**src/design/mmh_pkg.sv**
```systemverilog
`timescale 1ns / 1ps

package mmh_pkg;

    localparam int NUM_BINS    = 1024;
    localparam int COUNT_WIDTH = 32;
    localparam int BIN_W       = $clog2(NUM_BINS);

    localparam int QUEUE_DEPTH = 4;
    localparam int QPTR_W      = $clog2(QUEUE_DEPTH);
    localparam int QCNT_W      = $clog2(QUEUE_DEPTH + 1);

    localparam logic [1:0] FUNC_TRACK = 2'd0;
    localparam logic [1:0] FUNC_HIST  = 2'd1;
    localparam logic [1:0] FUNC_READ  = 2'd2;

    localparam logic [1:0] CFG_RANGE_MIN = 2'd0;
    localparam logic [1:0] CFG_BIN_SCALE = 2'd1;

    localparam logic signed [31:0] MIN_RESET = 32'sh7FFF_FFFF;
    localparam logic signed [31:0] MAX_RESET = 32'sh8000_0000;

    typedef struct packed {
        logic [1:0]         func;
        logic signed [31:0] sample;
        logic [9:0]         bin_select;
        logic               last_sample;
    } item_t;

    typedef struct packed {
        logic signed [31:0] cur_min;
        logic signed [31:0] cur_max;
        logic [9:0]         bin_index;
        logic [31:0]        bin_count;
        logic               pass_done;
    } result_t;

    // word handed from front to back
    typedef struct packed {
        logic [1:0]         func;
        logic [BIN_W-1:0]   addr;
        logic               in_range;
        logic [9:0]         bin_index;
        logic               last;
        logic signed [31:0] cur_min;
        logic signed [31:0] cur_max;
    } qentry_t;

    typedef struct packed {
        logic [1:0] inflight;
    } front_status_t;

    function automatic logic [BIN_W-1:0] sel_addr(input logic [9:0] sel);
        logic [BIN_W+9:0] w;
        w = {{BIN_W{1'b0}}, sel};
        return w[BIN_W-1:0];
    endfunction

    function automatic logic [9:0] to_idx(input logic [BIN_W-1:0] addr);
        logic [BIN_W+9:0] w;
        w = {10'b0, addr};
        return w[9:0];
    endfunction

    function automatic logic sel_in_range(input logic [9:0] sel);
        return {22'b0, sel} < 32'(NUM_BINS);
    endfunction

    // counters wider than the result field saturate on output
    function automatic logic [31:0] count_out(input logic [COUNT_WIDTH-1:0] c);
        logic [COUNT_WIDTH+31:0] w;
        w = {32'b0, c};
        if (w[COUNT_WIDTH+31:32] != '0)
        begin
            return 32'hFFFF_FFFF;
        end
        return w[31:0];
    endfunction

endpackage

```
**src/design/mmh_front.sv**
```systemverilog
`timescale 1ns / 1ps

module mmh_front (
    input  logic                   clk,
    input  logic                   rst_n,
    input  logic                   cfg_valid,
    input  logic [1:0]             cfg_index,
    input  logic [31:0]            cfg_data,
    input  logic                   accept,
    input  mmh_pkg::item_t         item,
    output logic                   push_valid,
    output mmh_pkg::qentry_t       push_entry,
    output mmh_pkg::front_status_t status
);

    logic signed [31:0] range_min_reg;
    logic [31:0]        bin_scale_reg;
    logic signed [31:0] min_reg, min_next;
    logic signed [31:0] max_reg, max_next;

    logic               s1_valid_reg;
    logic [1:0]         s1_func_reg;
    logic [31:0]        s1_diff_reg;
    logic [9:0]         s1_sel_reg;
    logic               s1_last_reg;
    logic signed [31:0] s1_min_reg;
    logic signed [31:0] s1_max_reg;

    logic               s2_valid_reg;
    logic [1:0]         s2_func_reg;
    logic [31:0]        s2_prod_reg;
    logic [9:0]         s2_sel_reg;
    logic               s2_last_reg;
    logic signed [31:0] s2_min_reg;
    logic signed [31:0] s2_max_reg;

    logic signed [32:0] diff;
    logic [31:0]        diff_pos;
    logic [63:0]        prod;
    logic [mmh_pkg::BIN_W-1:0] hist_addr;

    always_comb
    begin
        min_next = min_reg;
        max_next = max_reg;
        if (accept && item.func == mmh_pkg::FUNC_TRACK)
        begin
            if (item.sample < min_reg)
            begin
                min_next = item.sample;
            end
            if (item.sample > max_reg)
            begin
                max_next = item.sample;
            end
        end
    end

    // sample - range_min never exceeds 2^32-1, so a positive difference fits 32 bits
    assign diff     = {item.sample[31], item.sample} - {range_min_reg[31], range_min_reg};
    assign diff_pos = (!diff[32] && diff != '0) ? diff[31:0] : 32'd0;

    assign prod = {32'b0, s1_diff_reg} * {32'b0, bin_scale_reg};

    always_ff @(posedge clk or negedge rst_n)
    begin
        if (!rst_n)
        begin
            range_min_reg <= '0;
            bin_scale_reg <= 32'd65536;
            min_reg       <= mmh_pkg::MIN_RESET;
            max_reg       <= mmh_pkg::MAX_RESET;
            s1_valid_reg  <= 1'b0;
            s2_valid_reg  <= 1'b0;
        end
        else
        begin
            if (cfg_valid)
            begin
                unique case (cfg_index)
                    mmh_pkg::CFG_RANGE_MIN: range_min_reg <= cfg_data;
                    mmh_pkg::CFG_BIN_SCALE: bin_scale_reg <= cfg_data;
                    default: ;
                endcase
            end
            min_reg      <= min_next;
            max_reg      <= max_next;
            s1_valid_reg <= accept;
            s2_valid_reg <= s1_valid_reg;
        end
    end

    always_ff @(posedge clk)
    begin
        if (accept)
        begin
            s1_func_reg <= item.func;
            s1_diff_reg <= diff_pos;
            s1_sel_reg  <= item.bin_select;
            s1_last_reg <= item.last_sample;
            s1_min_reg  <= min_next;
            s1_max_reg  <= max_next;
        end
        if (s1_valid_reg)
        begin
            s2_func_reg <= s1_func_reg;
            s2_prod_reg <= prod[63:32];
            s2_sel_reg  <= s1_sel_reg;
            s2_last_reg <= s1_last_reg;
            s2_min_reg  <= s1_min_reg;
            s2_max_reg  <= s1_max_reg;
        end
    end

    // bins past the end clamp to the last one
    always_comb
    begin
        if ({1'b0, s2_prod_reg} >= 33'(mmh_pkg::NUM_BINS))
        begin
            hist_addr = mmh_pkg::BIN_W'(mmh_pkg::NUM_BINS - 1);
        end
        else
        begin
            hist_addr = s2_prod_reg[mmh_pkg::BIN_W-1:0];
        end
    end

    always_comb
    begin
        push_entry.func      = s2_func_reg;
        push_entry.last      = s2_last_reg;
        push_entry.cur_min   = s2_min_reg;
        push_entry.cur_max   = s2_max_reg;
        push_entry.addr      = '0;
        push_entry.in_range  = 1'b0;
        push_entry.bin_index = '0;
        unique case (s2_func_reg)
            mmh_pkg::FUNC_HIST:
            begin
                push_entry.addr      = hist_addr;
                push_entry.in_range  = 1'b1;
                push_entry.bin_index = mmh_pkg::to_idx(hist_addr);
            end
            mmh_pkg::FUNC_READ:
            begin
                push_entry.addr      = mmh_pkg::sel_addr(s2_sel_reg);
                push_entry.in_range  = mmh_pkg::sel_in_range(s2_sel_reg);
                push_entry.bin_index = s2_sel_reg;
            end
            default: ;
        endcase
    end

    assign push_valid      = s2_valid_reg;
    assign status.inflight = {1'b0, s1_valid_reg} + {1'b0, s2_valid_reg};

endmodule

```
**config.mk**
```make
export PLATFORM = sky130hd
export DESIGN_NAME = mmh_front
export DESIGN_NICKNAME = d
export VERILOG_FILES = /design/src/design/mmh_pkg.sv /design/src/design/mmh_front.sv
export SDC_FILE = /design/constraint.sdc
export NUM_CORES = 2
export LEC_CHECK = 0
export ABC_AREA = 1
export BUFFER_PORTS_ARGS = -buffer_cell sky130_fd_sc_hd__buf_4
export CAP_MARGIN = 20
export CORE_UTILIZATION = 65
export CTS_CLUSTER_SIZE = 30
export DETAILED_ROUTE_END_ITERATION = 10
export GPL_ROUTABILITY_DRIVEN = 0
export PLACE_DENSITY = 0.84
export SLEW_MARGIN = 40
export SYNTH_ARGS = -nofsm -noshare
export SYNTH_HDL_FRONTEND = slang
export SYNTH_SLANG_ARGS = --single-unit
```
**constraint.sdc**
```tcl
create_clock -name clk -period 12.8 [get_ports clk]
set_input_delay 2.56 -clock clk [delete_from_list [all_inputs] [get_ports clk]]
set_output_delay 2.56 -clock clk [all_outputs]
set_load 0.05 [all_outputs]
```
==> results.cfg <==
[run_status]
status = finished, final reports clean

[yosys]
synth_area_um2 = 50900
yosysTopAreaCell = fa_1
synth_edf_count = 218
synthTopCellsByArea = fa_1, inv_1, edfxtp_1
synth_top_area_share_pct = 35.2
ys_seq_elements = 348
synth-seq-area-share_pct = 19.3
async_flop_share_pct = 37.4
synth.avg_cell_area_um2 = 8.16
synth_flop_cell = edfxtp_1
syn-instance-count = 6244
syn-num-nets = 7581
synth.distinct_cells = 38
synth_warnings = 0

[clock_network]
htree_num_levels = 2
cts_root_buffer = clkbuf_16
postCtsSetupBuffers = 0
clkTransAtPathRegs_ns = 0.07
cts.sinks = 348
cts_tree = done
clock_latency_ns = 0.57
cts.repair.resized = 0
cts_buffers = 36
holdBufCountCts = 0
clk_path_buf_depth = 3

[route]
drtPass1Iterations = 6
wl_per_cell_um = 18.6
first_iter_violations = 3471
routed_wl_mm = 137
via_count = 40700
routed_via_density = 5.55
ant_nets = 0
drc = 0

[die]
core_um2 = 77500
die_area_um2 = 79500
die_width_um = 282
ios = 174
start_util_pct = 65.7
fp.dieH_um = 282
fp-row-count = 102

[setup_path]
cp-start-kind = flip-flop
crit_required_ns = 13.13
critPathSlowestCell = edfxtp_1
critPathCaptureType = flip-flop
critPathKind = reg -> reg
crit_fanout = 28
worstPathArrival_ns = 7.87
slowest_delay_ns = 0.56
crit_top_cell = fa_1

[timing]
fmax_mhz = 133
setup_viol = 0
rsz0062_at_grt = false
hold_viol_final = 0
fin_crit_ns = 7.54
relSlewSlack_pct = 44.3
finalSetupTns_ns = 0
fin_skew_ns = 0.0349
slew_viol_final = 0
fin_crit_sh_pct = 58.9
tightest_slew_ns = 0.836

[global_route]
grt_start_max_net_pins = 70
grt_first_pass_wirelength_mm = 222
grt.overflow.total = 0
antenna_found_initial = 0
grtUsageTotal_pct = 36.3
first_global_vias = 43200

[cells_and_area]
final_cells = 7330
nets = 7598
final_common_cell = inv_1
drive_gt1_share_pct = 5.61
mostFrequentLayoutCells = inv_1, nand2_1, fa_1
area_delta_synth_final_pct = 6.56

[hold_path]
min-delay-path-class = reg -> reg

[placement]
port-buffer-count = 173
dp.cells = 7263
post-dp-hpwl_mm = 105

[job]
cap_violations = 0
-- layout make-up --
type | instances | area [µm²]
clock inverter | 18 | 244
timing repair buffer | 247 | 1870
multi-input combinational | 3733 | 32900
inverter | 1895 | 7110
clock buffer | 48 | 976
antenna | 1 | 2.50
tap | 1040 | 1300
sequential | 348 | 9840
fill | 5829 | 23200
-- through the flow --
step	worst slack, ns	utilization (%)	cell area [µm²]	hold WS [ns]
finish	5.26	70.1	54300	0.402
global route	4.86	70.1	54300	0.417
CTS	5.34	70.1	54300	0.401
detailed placement	5.37	68.5	53000	0.405
global placement	5.50	68.4	53000	0.401
floorplan	6.10	-	50900	0.400
-- critical path: cells and delay by family, from the launching register on --
family,cells,cell delay (ns)
AND/OR/NAND/NOR,7,0.84
flip-flops,1,0.56
adder cells (fa/ha/maj),9,4.24
AO/OA/AOI/OAI,3,0.74
buffers and inverters,8,0.87
-- kinds of logic (layout without fill, tap and decap cells) --
| family | count (synthesis) | after routing | share of synthesized area (%) |
|---|---|---|---|
| other | 0 | 1 | 0 |
| AOI/OAI and AO/OA | 392 | 392 | 4.19 |
| xor gates and xnor gates | 35 | 35 | 0.602 |
| adders and majority gates | 1254 | 1254 | 44.0 |
| buffers and inverters | 2163 | 2208 | 16.1 |
| and+or+nand+nor | 2052 | 2052 | 15.8 |
| DFF | 348 | 348 | 19.3 |
-- metal layers --
layer,up-vias,wire length (µm),GRT usage (%)
met5,-,0,0
met4,0,9370,21.9
met3,608,12700,6.55
met2,2308,66400,61.2
met1,19800,48000,43.5
li1,18000,-,-
-- path summary, 6_finish.rpt --
check / startpoint / endpoint / slack (ns) / cells after the start
worst min register to register: s1_max_reg[18] / s2_max_reg[18] / 0.40 / 0
worst min-delay path: s1_max_reg[18] / s2_max_reg[18] / 0.40 / 0
min in group asynchronous: rst_n / max_reg[28] / 2.01 / 1
max in group asynchronous: rst_n / s1_valid_reg / 9.65 / 2
worst max register to register: s1_diff_reg[9] / s2_prod_reg[25] / 5.26 / 27
worst max-delay path: s1_diff_reg[9] / s2_prod_reg[25] / 5.26 / 27
-- synth_stat cells (all sizes together) (8+ instances only) --
| library cell | instances |
|---|---|
| dfrtp | 97 |
| clkbuf | 242 |
| dfstp | 33 |
| a31oi | 17 |
| buf | 26 |
| xnor2 | 13 |
| edfxtp | 218 |
| nand3 | 79 |
| nor2 | 228 |
| a21oi | 142 |
| ha | 358 |
| xor2 | 22 |
| fa | 896 |
| o211ai | 8 |
| o21bai | 12 |
| nand2 | 1655 |
| o21ai | 175 |
| a21o | 9 |
| nor3 | 15 |
| nor4 | 12 |
| inv | 1895 |
| nand4 | 56 |
| o21a | 15 |
Power is not shown: default switching activity piles up to over one toggle a cycle in this logic, so the estimate is an artifact.
