<file path="src/design/mmh_pkg.sv">
`timescale 1ns / 1ps

package mmh_pkg;

    localparam int NUM_BINS    = 1024;
    localparam int COUNT_WIDTH = 32;
    localparam int BIN_W       = $clog2(NUM_BINS);

    localparam int QUEUE_DEPTH = 4;
    localparam int QPTR_W      = $clog2(QUEUE_DEPTH);
    localparam int QCNT_W      = $clog2(QUEUE_DEPTH + 1);

    localparam logic [1:0] FUNC_TRACK = 2'd0;
    localparam logic [1:0] FUNC_HIST  = 2'd1;
    localparam logic [1:0] FUNC_READ  = 2'd2;

    localparam logic [1:0] CFG_RANGE_MIN = 2'd0;
    localparam logic [1:0] CFG_BIN_SCALE = 2'd1;

    localparam logic signed [31:0] MIN_RESET = 32'sh7FFF_FFFF;
    localparam logic signed [31:0] MAX_RESET = 32'sh8000_0000;

    typedef struct packed {
        logic [1:0]         func;
        logic signed [31:0] sample;
        logic [9:0]         bin_select;
        logic               last_sample;
    } item_t;

    typedef struct packed {
        logic signed [31:0] cur_min;
        logic signed [31:0] cur_max;
        logic [9:0]         bin_index;
        logic [31:0]        bin_count;
        logic               pass_done;
    } result_t;

    // word handed from front to back
    typedef struct packed {
        logic [1:0]         func;
        logic [BIN_W-1:0]   addr;
        logic               in_range;
        logic [9:0]         bin_index;
        logic               last;
        logic signed [31:0] cur_min;
        logic signed [31:0] cur_max;
    } qentry_t;

    typedef struct packed {
        logic [1:0] inflight;
    } front_status_t;

    function automatic logic [BIN_W-1:0] sel_addr(input logic [9:0] sel);
        logic [BIN_W+9:0] w;
        w = {{BIN_W{1'b0}}, sel};
        return w[BIN_W-1:0];
    endfunction

    function automatic logic [9:0] to_idx(input logic [BIN_W-1:0] addr);
        logic [BIN_W+9:0] w;
        w = {10'b0, addr};
        return w[9:0];
    endfunction

    function automatic logic sel_in_range(input logic [9:0] sel);
        return {22'b0, sel} < 32'(NUM_BINS);
    endfunction

    // counters wider than the result field saturate on output
    function automatic logic [31:0] count_out(input logic [COUNT_WIDTH-1:0] c);
        logic [COUNT_WIDTH+31:0] w;
        w = {32'b0, c};
        if (w[COUNT_WIDTH+31:32] != '0)
        begin
            return 32'hFFFF_FFFF;
        end
        return w[31:0];
    endfunction

endpackage

</file>
<file path="src/design/mmh_queue.sv">
`timescale 1ns / 1ps

module mmh_queue (
    input  logic                       clk,
    input  logic                       rst_n,
    input  logic                       push,
    input  mmh_pkg::qentry_t           push_entry,
    input  logic                       pop,
    output logic                       head_valid,
    output mmh_pkg::qentry_t           head,
    output logic [mmh_pkg::QCNT_W-1:0] count
);

    mmh_pkg::qentry_t                 slot_reg [mmh_pkg::QUEUE_DEPTH];
    logic [mmh_pkg::QPTR_W-1:0]       wr_ptr_reg, rd_ptr_reg;
    logic [mmh_pkg::QCNT_W-1:0]       count_reg;

    function automatic logic [mmh_pkg::QPTR_W-1:0] ptr_inc(
        input logic [mmh_pkg::QPTR_W-1:0] p);
        if (p == mmh_pkg::QPTR_W'(mmh_pkg::QUEUE_DEPTH - 1))
        begin
            return '0;
        end
        return p + 1'b1;
    endfunction

    always_ff @(posedge clk or negedge rst_n)
    begin
        if (!rst_n)
        begin
            wr_ptr_reg <= '0;
            rd_ptr_reg <= '0;
            count_reg  <= '0;
        end
        else
        begin
            if (push)
            begin
                wr_ptr_reg <= ptr_inc(wr_ptr_reg);
            end
            if (pop)
            begin
                rd_ptr_reg <= ptr_inc(rd_ptr_reg);
            end
            if (push && !pop)
            begin
                count_reg <= count_reg + 1'b1;
            end
            else if (pop && !push)
            begin
                count_reg <= count_reg - 1'b1;
            end
        end
    end

    always_ff @(posedge clk)
    begin
        if (push)
        begin
            slot_reg[wr_ptr_reg] <= push_entry;
        end
    end

    assign head_valid = count_reg != '0;
    assign head       = slot_reg[rd_ptr_reg];
    assign count      = count_reg;

endmodule

</file>
<file path="config.mk">
export PLATFORM = sky130hd
export DESIGN_NAME = mmh_queue
export DESIGN_NICKNAME = d
export VERILOG_FILES = /design/src/design/mmh_pkg.sv /design/src/design/mmh_queue.sv
export SDC_FILE = /design/constraint.sdc
export NUM_CORES = 1
export LEC_CHECK = 0
export ABC_AREA = 1
export BUFFER_PORTS_ARGS = -buffer_cell sky130_fd_sc_hd__buf_2
export CORE_ASPECT_RATIO = 1.5
export CORE_UTILIZATION = 54
export CTS_BUF_LIST = sky130_fd_sc_hd__clkbuf_8 sky130_fd_sc_hd__clkbuf_16
export DETAILED_ROUTE_END_ITERATION = 7
export MAX_ROUTING_LAYER = met4
export PLACE_DENSITY_LB_ADDON = 0.15
export SYNTH_ARGS = -nofsm -noshare
export SYNTH_HDL_FRONTEND = slang
export SYNTH_SLANG_ARGS = --single-unit
</file>
<file path="constraint.sdc">
create_clock -name clk -period 3.4 [get_ports clk]
set_input_delay 0.68 -clock clk [delete_from_list [all_inputs] [get_ports clk]]
set_output_delay 0.68 -clock clk [all_outputs]
set_load 0.01 [all_outputs]
</file>
==> metrics.md, run 1 <==
| Metric | Value |
|---|---|
| Area of the die | 28300 µm² |
| CP peak stage delay | 0.46 ns |
| Compound-gate portion of the synthesized area | 12.4% |
| Syn Area/Cell | 13.8 µm² |
| Clock power share | 26.8% |
| Synth cell types | 21 |
| TritonCTS clock tree | built |
| Hold Buf Count CTS | 1 |
| Vias in the first global route | 8275 |
| Mapped cell area | 14900 µm² |
| Unrepaired setup endpoints after global routing | false |
| Leak Pwr | 0.00715 µW |
| Setup crit end kind | output port |
| Vias | 8411 |
| I/O pins | 184 |
| Final WL | 27400 µm |
| Status | finished, final reports clean |
| Setup Skew | 0.0125 ns |
| Post-DP HPWL | 16300 µm |
| Final Max Tran Viols | 0 |
| Post-route DRC violation count | 0 |
| GPL Wtd Cong | 0.727 |
| Pwr dens | 832 nW/µm² |
| Yosys warnings | 0 |
| Commonest cells after routing, fill and taps aside | edfxtp_1, nand2_1, inv_1 |
| 1st-pass router iterations | 4 |
| Die height | 205 µm |
| Congestion Overflow GR | 0 |
| Rows | 74 |
| Post-route cell area | 17300 µm² |
| Adder and majority gate portion of the synthesized area | 0.638% |
| Antenna Violating Nets Remaining | 0 |
| CP Max Fanout | 88 |
| Power Internal | 9670 µW |
| CP Cell Sequence | inv_8 -> buf_4 -> nand2_1 -> o211ai_1 -> nand2_1 -> buf_2 |
| # port buffers | 183 |
| Clk sinks | 359 |
| Maxcap violations | 0 |
| Core Box Area | 27200 µm² |
| # resized after CTS | 0 |
| CTS Buf Count | 34 |
| Share of layout cells above drive strength 1 | 28.1% |
| Commonest non-fill, non-tap cell in the layout | edfxtp_1 |
| Worst Path Buf+Inv | 3 |
| Clock Pin Slew Worst Setup and Hold Paths | 0.06 ns |
| Multi-input gate area | 3020 µm² |
| Syn Nets | 1178 |
| Crit-path leading delay family | buffers and inverters |
| Maximum clock frequency | 0.347 GHz |
| Critical Path RT | 2.72 ns |
| Combinational power share | 32.5% |
| Register bit total from synthesis | 359 |
| # setup viols final | 0 |
| Largest family of logic cells by synthesized area | compound AO/OA/AOI/OAI gates |
| Tot GR Track Use | 20.3% |
| Hold/Removal Path Class | input pin to flop |
| Sequential share of the synthesized area | 72.1% |
| Reg power frac | 40.7% |
| Initial antenna violation count | 5 |
| Root buffer cell | clkbuf_16 |
| Vias per cell | 5.15 |
| Placed cell areas | 16200 µm² |
| Die Wd | 138 µm |
| Fillers | 2057 |
| Starting Density | 54.7% |
| Crit path DAT | 2.20 ns |
| Mapped Cells | 1079 |
| Worst-skew pair later-pin latency | 0.51 ns |
| FF+latch area | 10700 µm² |
| Fin nets | 1363 |
| Post-CTS Setup Inserts | 0 |
| Total power | 14400 µW |
| Critical path class | flop to output port |
| Sw frac | 32.9% |
| Crit-path slowest cell | dfrtp_1 |
| Area delta synth->final | 16.3% |
| Period minus WS final | 2.88 ns |
| Post-synthesis xor/xnor area fraction | 0.0588% |
| H-tree levels | 2 |
| Clock Tree Buf Depth | 3 |
| First-pass GRT wire length | 41700 µm |
| Actual slew at the worst max-slew pin | 0.673 ns |
| Cell mode on critical path | nand2_1 |
| Multiplexer area fraction after synthesis | 0% |
| Final Hold Fails | 0 |
| Fin Setup TNS | 0 ns |
| Net Sw Power | 4750 µW |
| Setup crit start kind | flop |
| Crit share post-route | 84.8% |
| VDD IR max | 680 µV |
| DR WL/cell | 16.8 µm |
| Post-Synth Simple-Gate Area | 7.20% |
| Largest net degree at the start of global routing | 90 |
| First DRT Iteration DRCs | 284 |
| Max reg flops | 352 |
| Worst rel slew slack | 55.1% |
## cells in the mapped netlist
cell type    n  area [µm²]
edfxtp_1   352       10600
nand2_1    281        1050
inv_1      187         702
o211ai_2   100        1250
o211ai_1    76         571
buf_6       23         259
clkbuf_1    17        63.8
buf_2       16        80.1
dfrtp_1      7         175
ha_1         6        75.1
nor2_1       2        7.51
o21ai_0      2        10.0
o21ai_1      2        10.0
buf_4        1        7.51
buf_8        1        15.0
fa_1         1        20.0
inv_2        1        3.75
inv_4        1        6.26
nand3_1      1        5.00
nand4_1      1        6.26
xnor2_1      1        8.76
## per-layer routing
| metal | global-route usage [%] | routed length, µm | part of all wire (%) |
|---|---|---|---|
| met1 | 22.3 | 10900 | 40 |
| met2 | 36.0 | 14600 | 53 |
| met3 | 4.39 | 1340 | 4.9 |
| met4 | 6.51 | 617 | 2.2 |
| met5 | - | 0 | 0 |
## power by group through the flow
stage          combinational, µW  clock (µW)  sequential, µW
2_1_floorplan               3230           0            5980
3_3_place_gp                4710           0            5940
3_5_place_dp                4780           0            5970
4_1_cts                     4810        3930            5870
5_1_grt                     5220        4090            5930
6_report                    4690        3860            5870
## through the flow
stage	util [%]	cells	hold WS, ns	setup slack (ns)
after global placement	59.3	1569	0.477	1.06
after detailed placement	59.3	1569	0.485	1.04
after global routing	63.7	1633	0.352	0.342
after floorplan	-	1079	0.384	0.533
after CTS	63.6	1628	0.353	0.469
final	63.7	1633	0.377	0.516
## worst paths after layout
| path | depth (start not counted) | end | start | slack, ns |
|---|---|---|---|---|
| min in group asynchronous | 2 | count[2] | rst_n | 0.55 |
| worst max register to register | 5 | slot_reg[2][51] | wr_ptr_reg[0] | 1.49 |
| max in group asynchronous | 2 | rd_ptr_reg[1] | rst_n | 2.65 |
| worst max-delay path | 6 | head[40] | rd_ptr_reg[0] | 0.52 |
| worst min register to register | 2 | count[2] | count[2] | 0.50 |
| worst min-delay path | 1 | slot_reg[1][74] | push_entry[74] | 0.38 |
## final cells by class
| type | count | share of cell area (%) |
|---|---|---|
| timing repair buffer | 207 | 7.13 |
| multi-input combinational | 473 | 17.4 |
| tap | 342 | 2.47 |
| clock inverter | 20 | 1.25 |
| sequential | 359 | 62.0 |
| antenna | 5 | 0.0722 |
| inverter | 189 | 4.21 |
| clock buffer | 38 | 5.42 |
## cells by family after synthesis
kind of cell,count (synthesis)
AO/OA/AOI/OAI,180
XOR/XNOR,1
adder cells (fa/ha/maj),7
buffers and inverters,247
flip-flops,359
AND/OR/NAND/NOR,285
(Power assumes the default switching activity.)
==> run 2, diff against run 1 <==
--- a/config.mk
+++ b/config.mk
@@ -5,10 +5,10 @@
 export SDC_FILE = /design/constraint.sdc
 export NUM_CORES = 1
 export LEC_CHECK = 0
-export ABC_AREA = 1
+export ABC_AREA = 0
 export BUFFER_PORTS_ARGS = -buffer_cell sky130_fd_sc_hd__buf_2
 export CORE_ASPECT_RATIO = 1.5
-export CORE_UTILIZATION = 54
+export CORE_UTILIZATION = 51
 export CTS_BUF_LIST = sky130_fd_sc_hd__clkbuf_8 sky130_fd_sc_hd__clkbuf_16
 export DETAILED_ROUTE_END_ITERATION = 7
 export MAX_ROUTING_LAYER = met4
==> constraint.sdc (replaced) <==
create_clock -name clk -period 2.42 [get_ports clk]
set_input_delay 0.484 -clock clk [delete_from_list [all_inputs] [get_ports clk]]
set_output_delay 0.484 -clock clk [all_outputs]
set_load 0.01 [all_outputs]
==> run 2 against run 1 <==
- the flow now finishes with violations (setup timing)
- setup slack worse by 0.57 ns
- utilization up 1.4 points
- critical path depth decreased by 2
- critical path type unchanged
- largest power group unchanged
==> metrics.md, run 2 <==
| Metric | Value |
|---|---|
| Maximum clock frequency | 0.405 GHz |
| Final Hold Fails | 0 (unchanged) |
| Ranking of synthesized cells by area | edfxtp_1, mux4_2, dfrtp_1, buf_12, ha_1 |
| Top-count cell post-synth | edfxtp_1 |
| Worst-skew pair later-pin latency | 0.50 ns (about the same) |
| GPL Wtd Cong | 0.720 (-0.94%) |
| Clock Pin Slew Worst Setup and Hold Paths | 0.06 ns (about the same) |
| Sw frac | 27.2% (-5.7 points) |
| # setup viols final | 58 (+58) |
| Top cells by count, synth | edfxtp_1, mux4_2, buf_12, buf_2, dfrtp_1 |
| Clock power share | 25.4% (-1.4 points) |
| Congestion Overflow GR | 0 (unchanged) |
| CTS Buf Count | 34 (unchanged) |
| Reg power frac | 41.8% (+1.1 points) |
| Core Box Area | 25200 µm² (-7.3%) |
| Power Internal | 14400 µW (+49%) |
| DR WL/cell | 23.8 µm (+42%) |
| Die Wd | 133 µm (-3.1%) |
| Vias | 6002 (-29%) |
| Synth Flop Type | edfxtp_1 |
| Share of layout cells above drive strength 1 | 48.2% (+20 points) |
| Period minus WS final | 2.47 ns |
| Vias per cell | 5.49 (+6.6%) |
| Combinational power share | 32.7% (+0.2 points) |
| Non-Filler Instances | 1093 (-33%) |
| Largest net degree at the start of global routing | 34 (-62%) |
| Register bit total from synthesis | 359 (unchanged) |
| Actual slew at the worst max-slew pin | 0.394 ns (-0.279 ns) |
| Area delta synth->final | 24.4% |
| Fillers | 1721 (-16%) |
| Pwr dens | 1210 nW/µm² (+45%) |
| Mapped cell area | 13200 µm² (-11%) |
| Setup crit end kind | output port |
| TritonCTS clock tree | built |
| Worst Setup Slack, final | -0.0492 ns (-0.565 ns) |
| Root buffer cell | clkbuf_16 |
| Rows | 71 (-4.1%) |
| 1st-pass router iterations | 6 (+2) |
| Net Sw Power | 5390 µW (+13%) |
| Status | finished with violations |
| # port buffers | 183 (unchanged) |
| Area of the die | 26500 µm² (-6.2%) |
| Sequential share of the synthesized area | 81.4% (+9.3 points) |
| Yosys warnings | 0 (unchanged) |
| Hold/Removal Path Class | input pin to flop |
| VDD IR max | 735 µV (+8.2%) |
| Critical Path RT | 1.94 ns (-0.78 ns) |
| Starting Density | 52.3% (-2.4 points) |
| Post-route DRC violation count | 0 (unchanged) |
| Leak Pwr | 0.00574 µW (-20%) |
| Hold_ws | 0.189 ns (-0.188 ns) |
| Post-synth EDFFs | 352 (unchanged) |
| Die height | 199 µm (-3.1%) |
| Crit share post-route | 102% |
| Final WL | 26000 µm (-5.3%) |
| Maxcap violations | 0 (unchanged) |
| Unrepaired setup endpoints after global routing | true |
| Placed Cells | 1006 (-36%) |
| Synth cell types | 21 (unchanged) |
| Antenna Violating Nets Remaining | 0 (unchanged) |
| CP Max Fanout | 7 (-92%) |
| Violated checks | setup timing |
| First DRT Iteration DRCs | 327 (+15%) |
| Top cell type's share of synthesized area | 80.1% (+9.2 points) |
| Critical path class | flop to output port |
| Fin nets | 836 (-39%) |
| Syn Area/Cell | 26.6 µm² (+93%) |
| Async set or reset register ratio after synthesis | 1.95% (unchanged) |
| Mapped Cells | 496 (-54%) |
| Final Max Tran Viols | 0 (unchanged) |
| Setup crit start kind | flop |
| Tot GR Track Use | 20.4% (+0.17 points) |
| Commonest cells after routing, fill and taps aside | edfxtp_1, buf_2, mux4_2 |
| I/O pins | 184 (unchanged) |
| Setup Skew | 0.0122 ns (-0.000289 ns) |
| Clk sinks | 359 (unchanged) |
| Crit path DAT | 1.99 ns (-0.21 ns) |
| H-tree levels | 2 (unchanged) |
| Initial antenna violation count | 4 (-1) |
| Synth area leader | edfxtp_1 |
| Commonest non-fill, non-tap cell in the layout | edfxtp_1 |
| Max reg flops | 352 (unchanged) |
| Clock Tree Buf Depth | 3 (unchanged) |
| Post-DP HPWL | 15500 µm (-5.2%) |
| Syn Nets | 595 (-49%) |
| Worst rel slew slack | 73.7% (+19 points) |
| First-pass GRT wire length | 38200 µm (-8.4%) |
| Vias in the first global route | 6503 (-21%) |
## run 2: cell types whose count changed in the layout (fill, tap and decap cells not counted), moves of 4 or more
cell,change
buf_6,+49
buf_2,-48
and2_4,+4
o211ai_1,-76
mux4_2,+88
nand2_1,-279
bufinv_16,-4
buf_16,+8
inv_1,-175
inv_4,-5
o211ai_2,-100
clkbuf_16,+5
## run 2: through the flow
stage / total power [µW] / util [%] / cell area (µm²) / setup TNS (ns) / worst slack [ns]
5_1_grt: 20600 / 65.1 / 16400 / -6.29 / -0.108
3_5_place_dp: 13600 / 57.9 / 14600 / 0 / 0.339
4_1_cts: 19600 / 64.0 / 16200 / -3.81 / -0.0755
6_report: 19800 / 65.1 / 16400 / -1.14 / -0.0492
3_3_place_gp: 13500 / 57.9 / 14600 / 0 / 0.344
2_1_floorplan: 11700 / - / 13200 / 0 / 0.267
## run 2: power by group through the flow
| stage | clock network [µW] | registers, µW | logic, µW |
|---|---|---|---|
| 6_report | 5030 | 8280 | 6490 |
| 2_1_floorplan | 0 | 8290 | 3440 |
| 3_5_place_dp | 0 | 8510 | 5120 |
| 5_1_grt | 5370 | 8360 | 6910 |
| 4_1_cts | 5140 | 8320 | 6150 |
| 3_3_place_gp | 0 | 8430 | 5070 |
## run 2: logic make-up after synthesis
group	share of synthesized area, %
muxes	15.2
buffers and inverters	1.94
AOI/OAI and AO/OA	0.133
DFF	81.4
xor gates and xnor gates	0.199
and+or+nand+nor	0.389
adders and majority gates	0.721
## run 2: layout make-up
class / count / area, µm² / area share, %
inverter: 4 / 15.0 / 0.0915
clock inverter: 20 / 109 / 0.663
tap: 328 / 410 / 2.50
multi-input combinational: 113 / 2200 / 13.4
antenna: 4 / 10.0 / 0.0610
sequential: 359 / 10800 / 65.5
clock buffer: 40 / 967 / 5.89
timing repair buffer: 225 / 1940 / 11.8
## run 2: timing repair
action                                  in CTS  in global routing
resized for setup                           44                 15
pin swaps                                    0                  0
endpoints found under the setup margin      88                 88
endpoints found under the hold margin        7                  0
setup buffers                                6                  6
cloned                                       5                  5
hold buffers                                 1                  0
## run 2: metal layers
metal  up-vias  part of all wire (%)  GRT usage [%]
met5         -                     0              -
met2       189                    54           34.5
li1       2627                     -              -
met3        38                   5.3           4.33
met4         0                   2.3           6.94
met1      3148                    39           24.6
## run 2: critical path, cell delays in order, from the launching register on
cell and delay (ns):
dfrtp_4 0.45, buf_12 0.17, clkbuf_16 0.18, mux4_2 0.53, buf_6 0.14
## run 2: path summary, 6_finish.rpt
kind / startpoint / endpoint / slack, ns / depth (start not counted)
setup / recovery: rd_ptr_reg[0] / head[58] / -0.05 / 4
hold / removal: push_entry[18] / slot_reg[1][18] / 0.19 / 1
setup reg to reg: wr_ptr_reg[0] / slot_reg[0][73] / 0.73 / 4
hold reg to reg: count[2] / count[2] / 0.52 / 1
max in group asynchronous: rst_n / rd_ptr_reg[1] / 1.89 / 2
min in group asynchronous: rst_n / rd_ptr_reg[0] / 0.34 / 2
==> run 3, diff against run 2 <==
--- a/config.mk
+++ b/config.mk
@@ -7,12 +7,12 @@
 export LEC_CHECK = 0
 export ABC_AREA = 0
 export BUFFER_PORTS_ARGS = -buffer_cell sky130_fd_sc_hd__buf_2
-export CORE_ASPECT_RATIO = 1.5
+export CORE_ASPECT_RATIO = 1.75
 export CORE_UTILIZATION = 51
 export CTS_BUF_LIST = sky130_fd_sc_hd__clkbuf_8 sky130_fd_sc_hd__clkbuf_16
 export DETAILED_ROUTE_END_ITERATION = 7
 export MAX_ROUTING_LAYER = met4
-export PLACE_DENSITY_LB_ADDON = 0.15
+export PLACE_DENSITY = 0.82
 export SYNTH_ARGS = -nofsm -noshare
 export SYNTH_HDL_FRONTEND = slang
 export SYNTH_SLANG_ARGS = --single-unit
==> run 3 against run 2 <==
- the flow still finishes with violations (setup timing)
- critical path depth unchanged
- combinational power down 5.1%
- utilization down 2.0 points
- sequential share of layout area up 1.8 points
- largest cell class unchanged
==> metrics.md, run 3 (synthesis gave the netlist of run 2 again) <==
| Metric | Value |
|---|---|
| Status | finished with violations |
| Violated checks | setup timing |
| Pwr dens | 1180 nW/µm² (-2.0%) |
| Hold/Removal Path Class | input pin to flop |
| RR Endpoint | slot_reg[0][4] |
| GPL Wtd Cong | 0.732 (+1.7%) |
| Initial antenna violation count | 4 (unchanged) |
| Setup crit start kind | flop |
| First-pass GRT wire length | 37400 µm (-2.2%) |
| Setup Skew | 0.00658 ns (-0.00561 ns) |
| Die Wd | 124 µm (-7.3%) |
| Die height | 215 µm (+7.9%) |
| Fin nets | 815 (-2.5%) |
| Congestion Overflow GR | 0 (unchanged) |
| First DRT Iteration DRCs | 416 (+27%) |
| Largest net degree at the start of global routing | 53 (+56%) |
| Vias per cell | 5.56 (+1.2%) |
| Worst Setup Slack, final | -0.0965 ns (-0.0474 ns) |
| Worst-skew pair later-pin latency | 0.55 ns (+0.05 ns) |
| Area of the die | 26500 µm² (about the same) |
| VDD IR max | 890 µV (+21%) |
| Share of layout cells above drive strength 1 | 46.4% (-1.8 points) |
| Vias | 5865 (-2.3%) |
| Actual slew at the worst max-slew pin | 0.402 ns (+0.00768 ns) |
| Worst rel slew slack | 73.2% (-0.51 points) |
| Clock Pin Slew Worst Setup and Hold Paths | 0.07 ns (about the same) |
| Hold path start | push_entry[65] |
| Fillers | 1653 (-4.0%) |
| H-tree levels | 1 (-1) |
| TritonCTS clock tree | built |
| Maxcap violations | 0 (unchanged) |
| I/O pins | 184 (unchanged) |
| R2R setup slack | 0.66 ns (-0.07 ns) |
| Post-route DRC violation count | 0 (unchanged) |
| DR WL/cell | 24.0 µm (+1.1%) |
| Rows | 77 (+8.5%) |
| WHS Endpoint | slot_reg[1][65] |
| Period minus WS final | 2.52 ns (+0.0474 ns) |
| RR Startpoint | wr_ptr_reg[0] |
| Commonest non-fill, non-tap cell in the layout | edfxtp_1 |
| Worst Hold Depth | 1 (unchanged) |
| Critical Path RT | 1.94 ns (about the same) |
| Clk sinks | 359 (unchanged) |
| # port buffers | 183 (unchanged) |
| Commonest cells after routing, fill and taps aside | edfxtp_1, buf_2, mux4_2 |
| Crit share post-route | 104% (+2.0 points) |
| Fin Setup TNS | -4.88 ns (-3.75 ns) |
| Root buffer cell | clkbuf_16 |
| Final Max Tran Viols | 0 (unchanged) |
| Placed Cells | 993 (-1.3%) |
| Post-route core utilization | 63.0% (-2.0 points) |
| Final WL | 25400 µm (-2.4%) |
| Post-DP HPWL | 15700 µm (+1.4%) |
| 1st-pass router iterations | 6 (unchanged) |
| Crit path DAT | 2.03 ns (+0.04 ns) |
| Clock Tree Buf Depth | 3 (unchanged) |
| Area delta synth->final | 21.0% |
| Tot GR Track Use | 19.9% (-0.50 points) |
| Setup crit end kind | output port |
| Setup WS pre-CTS | 0.369 ns (+0.0298 ns) |
| Starting Density | 52.1% (-0.22 points) |
| # setup viols final | 87 (+50%) |
| Maximum clock frequency | 0.397 GHz (-1.9%) |
| CTS Buf Count | 29 (-15%) |
| Unrepaired setup endpoints after global routing | true |
| Core Box Area | 25300 µm² (+0.43%) |
| Antenna Violating Nets Remaining | 0 (unchanged) |
| Non-Filler Instances | 1055 (-3.5%) |
| Leak Pwr | 0.00548 µW (-4.4%) |
| Critical path class | flop to output port |
| Hold_ws | 0.151 ns (-0.0376 ns) |
| Final Hold Fails | 0 (unchanged) |
| Vias in the first global route | 6640 (+2.1%) |
| Max reg flops | 352 (unchanged) |
| CP Max Fanout | 9 (+2) |
| Reg2Reg Depth | 4 (unchanged) |
## run 3: final cells by class
class | count | area (µm²) | area share [%]
Clock buffer | 29 | 726 | 4.54
Clock inverter | 21 | 174 | 1.09
Multi-Input combinational cell | 113 | 2200 | 13.8
Timing Repair Buffer | 209 | 1690 | 10.6
Inverter | 4 | 15.0 | 0.0940
Sequential cell | 359 | 10800 | 67.3
Tap cell | 316 | 395 | 2.48
Antenna cell | 4 | 10.0 | 0.0627
## run 3: where the power goes
part           total, µW  internal (µW)  leakage (µW)  switching, µW
logic               6160           3210       0.00172           2950
registers           8240           7970       0.00331            273
clock network       4490           2490      0.000451           2000
total              18900          13700       0.00548           5220
## run 3: how the worst max path moves through the flow
stage | start | to | depth (start not counted)
final | rd_ptr_reg[0] | head[78] | 4
after global routing | rd_ptr_reg[0] | head[2] | 4
after CTS | rd_ptr_reg[0] | head[58] | 4
after detailed placement | rd_ptr_reg[0] | head[13] | 3
after global placement | rd_ptr_reg[0] | head[2] | 3
after floorplan | wr_ptr_reg[0] | slot_reg[0][0] | 3
## run 3: metrics by stage
stage               instance area [µm²]  power [µW]
detailed placement                14600       13600
CTS                               15800       18700
global placement                  14600       13400
floorplan                         13200       11700
global route                      16000       19700
finish                            16000       18900
## run 3: what timing repair did
item / in CTS / in global routing
endpoints found under the hold margin: 7 / 0
endpoints found under the setup margin: 85 / 87
hold buffers: 1 / 0
gates resized for setup: 37 / 22
cloned: 1 / 3
buffers inserted: 3 / 0
## run 3: layer usage
metal	wire length [µm]	up-vias	global-route usage, %
met4	733	0	8.59
li1	-	2580	-
met2	14700	177	35.5
met5	0	-	-
met1	8810	3058	21.7
met3	1130	50	2.73
## run 3: worst max-delay path: stages (launching register included)
cell,delay (ns)
dfrtp_4,0.44
buf_12,0.18
buf_16,0.17
mux4_2,0.55
buf_6,0.15
